**src/hdl/nearest_blob_search_table_top_assert.svh**
```systemverilog
// Assertion macros used by the blob search table top level.
`ifndef NEAREST_BLOB_SEARCH_TABLE_TOP_ASSERT_SVH
`define NEAREST_BLOB_SEARCH_TABLE_TOP_ASSERT_SVH

// Same-cycle implication, clocked on aclk, held off during reset.
`define NBST_ASSERT_NOW(lbl, ante, cons, msg) \
    lbl: assert property (@(posedge aclk) disable iff (!aresetn) (ante) |-> (cons)) \
        else $error(msg);

// Next-cycle implication, clocked on aclk, held off during reset.
`define NBST_ASSERT_NEXT(lbl, ante, cons, msg) \
    lbl: assert property (@(posedge aclk) disable iff (!aresetn) (ante) |=> (cons)) \
        else $error(msg);

`endif

```
**src/hdl/nbst_pkg.sv**
```systemverilog
// Shared types and constants of the blob search table.
package nbst_pkg;

    localparam int MAX_ENTRIES_DEF = 64;
    localparam int COORD_W         = 16;
    localparam int KIND_W          = 2;
    localparam int IDX_OUT_W       = 6;
    localparam int S_TDATA_W       = 5 * COORD_W;
    localparam int M_TDATA_W       = 8;
    localparam int SQ_W            = 2 * COORD_W;
    localparam int DIST_W          = SQ_W + 1;

    localparam logic [KIND_W-1:0] KIND_CLEAR     = 2'd0;
    localparam logic [KIND_W-1:0] KIND_APPEND    = 2'd1;
    localparam logic [KIND_W-1:0] KIND_CLOSEST   = 2'd2;
    localparam logic [KIND_W-1:0] KIND_PRECISION = 2'd3;

    typedef struct packed {
        logic [COORD_W-1:0] spread_y;
        logic [COORD_W-1:0] spread_x;
        logic [COORD_W-1:0] centre_y;
        logic [COORD_W-1:0] centre_x;
    } nbst_entry_t;

    typedef struct packed {
        logic               busy;
        logic               have;
        logic [COORD_W-1:0] best_dx;
        logic [COORD_W-1:0] best_dy;
    } nbst_scan_status_t;

endpackage

```
**src/hdl/nbst_scan.sv**
```systemverilog
// Distance pipeline and running best-match tracker for the table scan.
module nbst_scan #(
    parameter int AW = 6
) (
    input  logic                        aclk,
    input  logic                        aresetn,
    input  logic                        start,
    input  logic                        use_reach,
    input  logic [nbst_pkg::COORD_W-1:0] qx,
    input  logic [nbst_pkg::COORD_W-1:0] qy,
    input  logic                        in_vld,
    input  logic [AW-1:0]               in_idx,
    input  nbst_pkg::nbst_entry_t       in_entry,
    output nbst_pkg::nbst_scan_status_t status,
    output logic [AW-1:0]               best_idx
);
    import nbst_pkg::*;

    // stage 1: axis offsets and larger spread
    logic               s1_vld_reg;
    logic [AW-1:0]      s1_idx_reg;
    logic [COORD_W-1:0] s1_dx_reg, s1_dy_reg, s1_r_reg;
    // stage 2: squares
    logic               s2_vld_reg;
    logic [AW-1:0]      s2_idx_reg;
    logic [COORD_W-1:0] s2_dx_reg, s2_dy_reg;
    logic [SQ_W-1:0]    s2_dx2_reg, s2_dy2_reg, s2_r2_reg;
    // stage 3: squared distance
    logic               s3_vld_reg;
    logic [AW-1:0]      s3_idx_reg;
    logic [COORD_W-1:0] s3_dx_reg, s3_dy_reg;
    logic [SQ_W-1:0]    s3_r2_reg;
    logic [DIST_W-1:0]  s3_d_reg;
    // best so far
    logic               have_reg;
    logic [DIST_W-1:0]  best_d_reg;
    logic [AW-1:0]      best_idx_reg;
    logic [COORD_W-1:0] best_dx_reg, best_dy_reg;

    logic [COORD_W-1:0] dx, dy, r;
    logic               in_reach, better, take;

    always_comb begin
        dx = (in_entry.centre_x >= qx) ? in_entry.centre_x - qx : qx - in_entry.centre_x;
        dy = (in_entry.centre_y >= qy) ? in_entry.centre_y - qy : qy - in_entry.centre_y;
        r  = (in_entry.spread_x > in_entry.spread_y) ? in_entry.spread_x : in_entry.spread_y;
        in_reach = !use_reach || ({1'b0, s3_r2_reg} >= s3_d_reg);
        better   = !have_reg || (s3_d_reg < best_d_reg);
        take     = s3_vld_reg && in_reach && better;
    end

    always_ff @(posedge aclk) begin
        if (!aresetn) begin
            s1_vld_reg <= 1'b0;
            s2_vld_reg <= 1'b0;
            s3_vld_reg <= 1'b0;
            have_reg   <= 1'b0;
        end else begin
            s1_vld_reg <= in_vld;
            s2_vld_reg <= s1_vld_reg;
            s3_vld_reg <= s2_vld_reg;
            if (start) begin
                have_reg <= 1'b0;
            end else if (take) begin
                have_reg <= 1'b1;
            end
        end
    end

    always_ff @(posedge aclk) begin
        s1_idx_reg <= in_idx;
        s1_dx_reg  <= dx;
        s1_dy_reg  <= dy;
        s1_r_reg   <= r;

        s2_idx_reg <= s1_idx_reg;
        s2_dx_reg  <= s1_dx_reg;
        s2_dy_reg  <= s1_dy_reg;
        s2_dx2_reg <= s1_dx_reg * s1_dx_reg;
        s2_dy2_reg <= s1_dy_reg * s1_dy_reg;
        s2_r2_reg  <= s1_r_reg * s1_r_reg;

        s3_idx_reg <= s2_idx_reg;
        s3_dx_reg  <= s2_dx_reg;
        s3_dy_reg  <= s2_dy_reg;
        s3_r2_reg  <= s2_r2_reg;
        s3_d_reg   <= {1'b0, s2_dx2_reg} + {1'b0, s2_dy2_reg};

        if (take) begin
            best_d_reg   <= s3_d_reg;
            best_idx_reg <= s3_idx_reg;
            best_dx_reg  <= s3_dx_reg;
            best_dy_reg  <= s3_dy_reg;
        end
    end

    assign status.busy    = s1_vld_reg || s2_vld_reg || s3_vld_reg;
    assign status.have    = have_reg;
    assign status.best_dx = best_dx_reg;
    assign status.best_dy = best_dy_reg;
    assign best_idx       = best_idx_reg;

endmodule

```
**config.mk**
```make
export PLATFORM = sky130hd
export DESIGN_NAME = nbst_scan
export DESIGN_NICKNAME = d
export VERILOG_FILES = /design/src/hdl/nearest_blob_search_table_top_assert.svh /design/src/hdl/nbst_pkg.sv /design/src/hdl/nbst_scan.sv
export SDC_FILE = /design/constraint.sdc
export NUM_CORES = 2
export LEC_CHECK = 0
export BUFFER_PORTS_ARGS = -buffer_cell sky130_fd_sc_hd__buf_2
export CELL_PAD_IN_SITES_DETAIL_PLACEMENT = 1
export CELL_PAD_IN_SITES_GLOBAL_PLACEMENT = 2
export CORE_AREA = 2 2 288 290
export CTS_CLUSTER_SIZE = 40
export DETAILED_ROUTE_END_ITERATION = 16
export DIE_AREA = 0 0 290 292
export GPL_TIMING_DRIVEN = 0
export PLACE_DENSITY_LB_ADDON = 0.1
export SETUP_SLACK_MARGIN = 0.5
export SLEW_MARGIN = 20
export SYNTH_ARGS = -nofsm -noshare
export SYNTH_HDL_FRONTEND = slang
export SYNTH_SLANG_ARGS = --single-unit
```
**constraint.sdc**
```tcl
create_clock -name aclk -period 10.78 [get_ports aclk]
set_input_delay 1.078 -clock aclk [delete_from_list [all_inputs] [get_ports aclk]]
set_output_delay 1.078 -clock aclk [all_outputs]
set_load 0.02 [all_outputs]
```
==> results.txt <==
status - finished clean
core footprint - 81600 um^2
Max-slew headroom - 44.0%
Fin Setup TNS - 0 ns
die height - 292 um
routed len/inst - 17.5 um
CP Launch Type - flip-flop
cell area after synthesis - 36500 um^2
cell mode on critical path - fa_1
vias in the first global route - 28600
Critical Path End Type - flip-flop
die width - 290 um
port buffer count - 146
routed wire length - 89.0 mm
Synth Warn # - 0
routed vias - 25500
Post-Syn Instances - 3796
ANT nets after route - 0
DRC viols - 0
initial antenna violation count - 1
final setup fails - 0
TritonRoute pass-1 iters - 4
WP data arrival - 8.04 ns
final hold vios - 0
Compound-Gate Fraction of Synth Area - 9.58%
clk slew on worst S/H paths - 0.07 ns
GRT overflow - 0
layout cell share with drive strength beyond 1 - 7.19%
Clk Latency, worst-skew pair - 0.58 ns
dpl cell area - 38700 um^2
FMAX - 133 MHz
metal2 WL - 44.8 mm
Setup WS pre-CTS - 3.26 ns
metal3 WL - 2.32 mm
Sink Count - 360
Initial Util - 44.7%
Placed Cells - 5016
DIE AREA - 84700 um^2
Post-CTS Setup Bufs - 0
Worst Max-Slew Pin Slew - 0.834 ns
vias per cell - 5.01
number of flops mapped to enable cells by yosys - 71
WP data required - 11.28 ns
H-tree levels - 2
multiplexer area fraction after synthesis - 1.20%
Layout Area Growth over Synthesis - 10.2%
number of standard cells in the final layout excluding fillers - 5093
1st-iter DRT viols - 895
Max Cap Viol - 0
Final Net Count - 5064
clock buffers created by TritonCTS - 41
WS Path Type - reg2reg
crit-path cells - clkbuf_1 -> clkbuf_1 -> nand2_1 -> inv_1 -> fa_1 -> inv_1 -> fa_1 -> inv_1 -> fa_1 -> fa_1 -> fa_1 -> inv_1 -> fa_1 -> inv_1 -> ha_1 -> a21oi_1 -> o21ai_0 -> nor4_1 -> o31ai_1 -> a211oi_1 -> o21ai_0 -> nand3_1 -> a311oi_1 -> xor2_1
hold crit path type - reg2reg
largest family of logic cells by synthesized area - adder cells
CTS tree - done
RePlAce Congestion - 0.833
largest net degree at the start of global routing - 21
FF+latch count, synth - 360
Fill cells - 9330
Design Area, Final - 40200 um^2
register area share after synthesis - 21.7%
highest routed metal layer - met4
period utilization - 69.9%
Simple-Gate Fraction of Synth Area - 10.1%
CTS Root Cell - clkbuf_16
Synth Area in Adders - 43.3%
met1 wire length - 40.6 mm
Max clock buf depth - 3
clk_skew - 0.0220 ns
RSZ-0062 raised after global routing - no
slack of the critical path - 3.24 ns
row cnt - 105
synthesized area per cell - 9.61 um^2
Slowest-stage cell, CP - clkbuf_1
Detailed Place HPWL - 74.7 mm
total track usage - 21.8%
critical path fanouts, max - 10
dominant register cell in the synthesized netlist - dfxtp_1
min cycle time layout - 7.54 ns
Synth async-reset ratio - 0%
Post-CTS Hold Buffers - 0
# resized after CTS - 0
# IOs - 147
fin. max-slew vios - 0
first-pass GRT wire length - 148 mm
XOR/XNOR Fraction of Synth Area - 3.87%
CP max stage delay - 0.60 ns
Synth cell types - 79
synthesized net count - 4871
[synth_stat cells, types with 19 or more instances]
| library cell | n | area (um^2) |
|---|---|---|
| fa_1 | 490 | 9810 |
| a31oi_1 | 21 | 131 |
| ha_1 | 478 | 5980 |
| mux2_2 | 21 | 236 |
| mux2i_1 | 20 | 200 |
| o21a_1 | 26 | 195 |
| clkbuf_1 | 86 | 323 |
| nand2b_1 | 23 | 144 |
| xor2_1 | 48 | 420 |
| a21o_1 | 105 | 788 |
| xnor2_1 | 113 | 990 |
| o21bai_1 | 26 | 195 |
| nor2b_1 | 41 | 257 |
| nor3_1 | 24 | 120 |
| inv_1 | 900 | 3380 |
| dfxtp_1 | 289 | 5790 |
| nor2_1 | 92 | 345 |
| a21oi_1 | 154 | 771 |
| and2_1 | 148 | 926 |
| o221ai_1 | 19 | 166 |
| nand2_1 | 303 | 1140 |
| nand4_1 | 24 | 150 |
| and3_1 | 21 | 131 |
| o21ai_0 | 72 | 360 |
| edfxtp_1 | 71 | 2130 |
| nand3_1 | 27 | 135 |
[cell families (layout without fill, tap and decap cells)]
kind of cell	count (synthesis)	count (layout)
AOI/OAI and AO/OA	522	522
xor gates and xnor gates	161	161
adders and majority gates	968	968
buffers and inverters	994	1220
DFF	360	360
muxes	41	41
other	0	1
and+or+nand+nor	750	750
[cell type report]
type / instances / area, um^2 / area share [%]
Clock buffer: 54 / 1200 / 2.98
Buffer: 94 / 369 / 0.918
Antenna cell: 1 / 2.50 / 0.00622
Inverter: 900 / 3380 / 8.40
Timing Repair Buffer: 150 / 841 / 2.09
Sequential cell: 360 / 7920 / 19.7
Tap cell: 1070 / 1340 / 3.33
Clock inverter: 22 / 330 / 0.822
Multi-Input combinational cell: 2442 / 24800 / 61.8
[worst max-delay path: cells and delay by family, from the launching register on]
| family | cells | cell delay, ns |
|---|---|---|
| buffers and inverters | 7 | 1.51 |
| AO/OA/AOI/OAI | 6 | 1.90 |
| flip-flops | 1 | 0.36 |
| XOR/XNOR | 1 | 0.17 |
| AND/OR/NAND/NOR | 3 | 0.47 |
| adder cells (fa/ha/maj) | 7 | 3.06 |
[metrics by stage]
step	util [%]	hold WS [ns]
finish	49.3	0.317
detailed placement	47.4	0.313
global placement	47.2	0.310
floorplan	-	0.310
global route	49.3	0.320
CTS	49.3	0.316
[routing by layer]
| metal | GRT usage (%) | vias to the layer above |
|---|---|---|
| met5 | 0 | - |
| met3 | 2.05 | 81 |
| met1 | 28.9 | 12900 |
| met4 | 3.76 | 0 |
| met2 | 39.3 | 252 |
| li1 | - | 12300 |
[layout by cell type (no fill, tap or decap), types with 41 or more instances in the layout]
| cell type | Yosys | routed |
|---|---|---|
| inv_1 | 900 | 900 |
| fa_1 | 490 | 490 |
| ha_1 | 478 | 478 |
| nand2_1 | 303 | 303 |
| dfxtp_1 | 289 | 289 |
| a21oi_1 | 154 | 153 |
| buf_2 | 4 | 150 |
| and2_1 | 148 | 148 |
| xnor2_1 | 113 | 113 |
| a21o_1 | 105 | 105 |
| nor2_1 | 92 | 92 |
| clkbuf_1 | 86 | 90 |
| o21ai_0 | 72 | 72 |
| edfxtp_1 | 71 | 71 |
| xor2_1 | 48 | 48 |
| clkbuf_16 | 0 | 44 |
| nor2b_1 | 41 | 41 |
[path summary, 6_finish.rpt]
| kind | from | end | slack (ns) | depth (start not counted) |
|---|---|---|---|---|
| min reg2reg | s2_dx_reg[8] | s3_dx_reg[8] | 0.32 | 0 |
| max reg2reg | s1_dy_reg[1] | s2_dy2_reg[29] | 3.24 | 24 |
| max | s1_dy_reg[1] | s2_dy2_reg[29] | 3.24 | 24 |
| min | s2_dx_reg[8] | s3_dx_reg[8] | 0.32 | 0 |
Power is not shown: default switching activity piles up to over one toggle a cycle in this logic, so the estimate is an artifact.
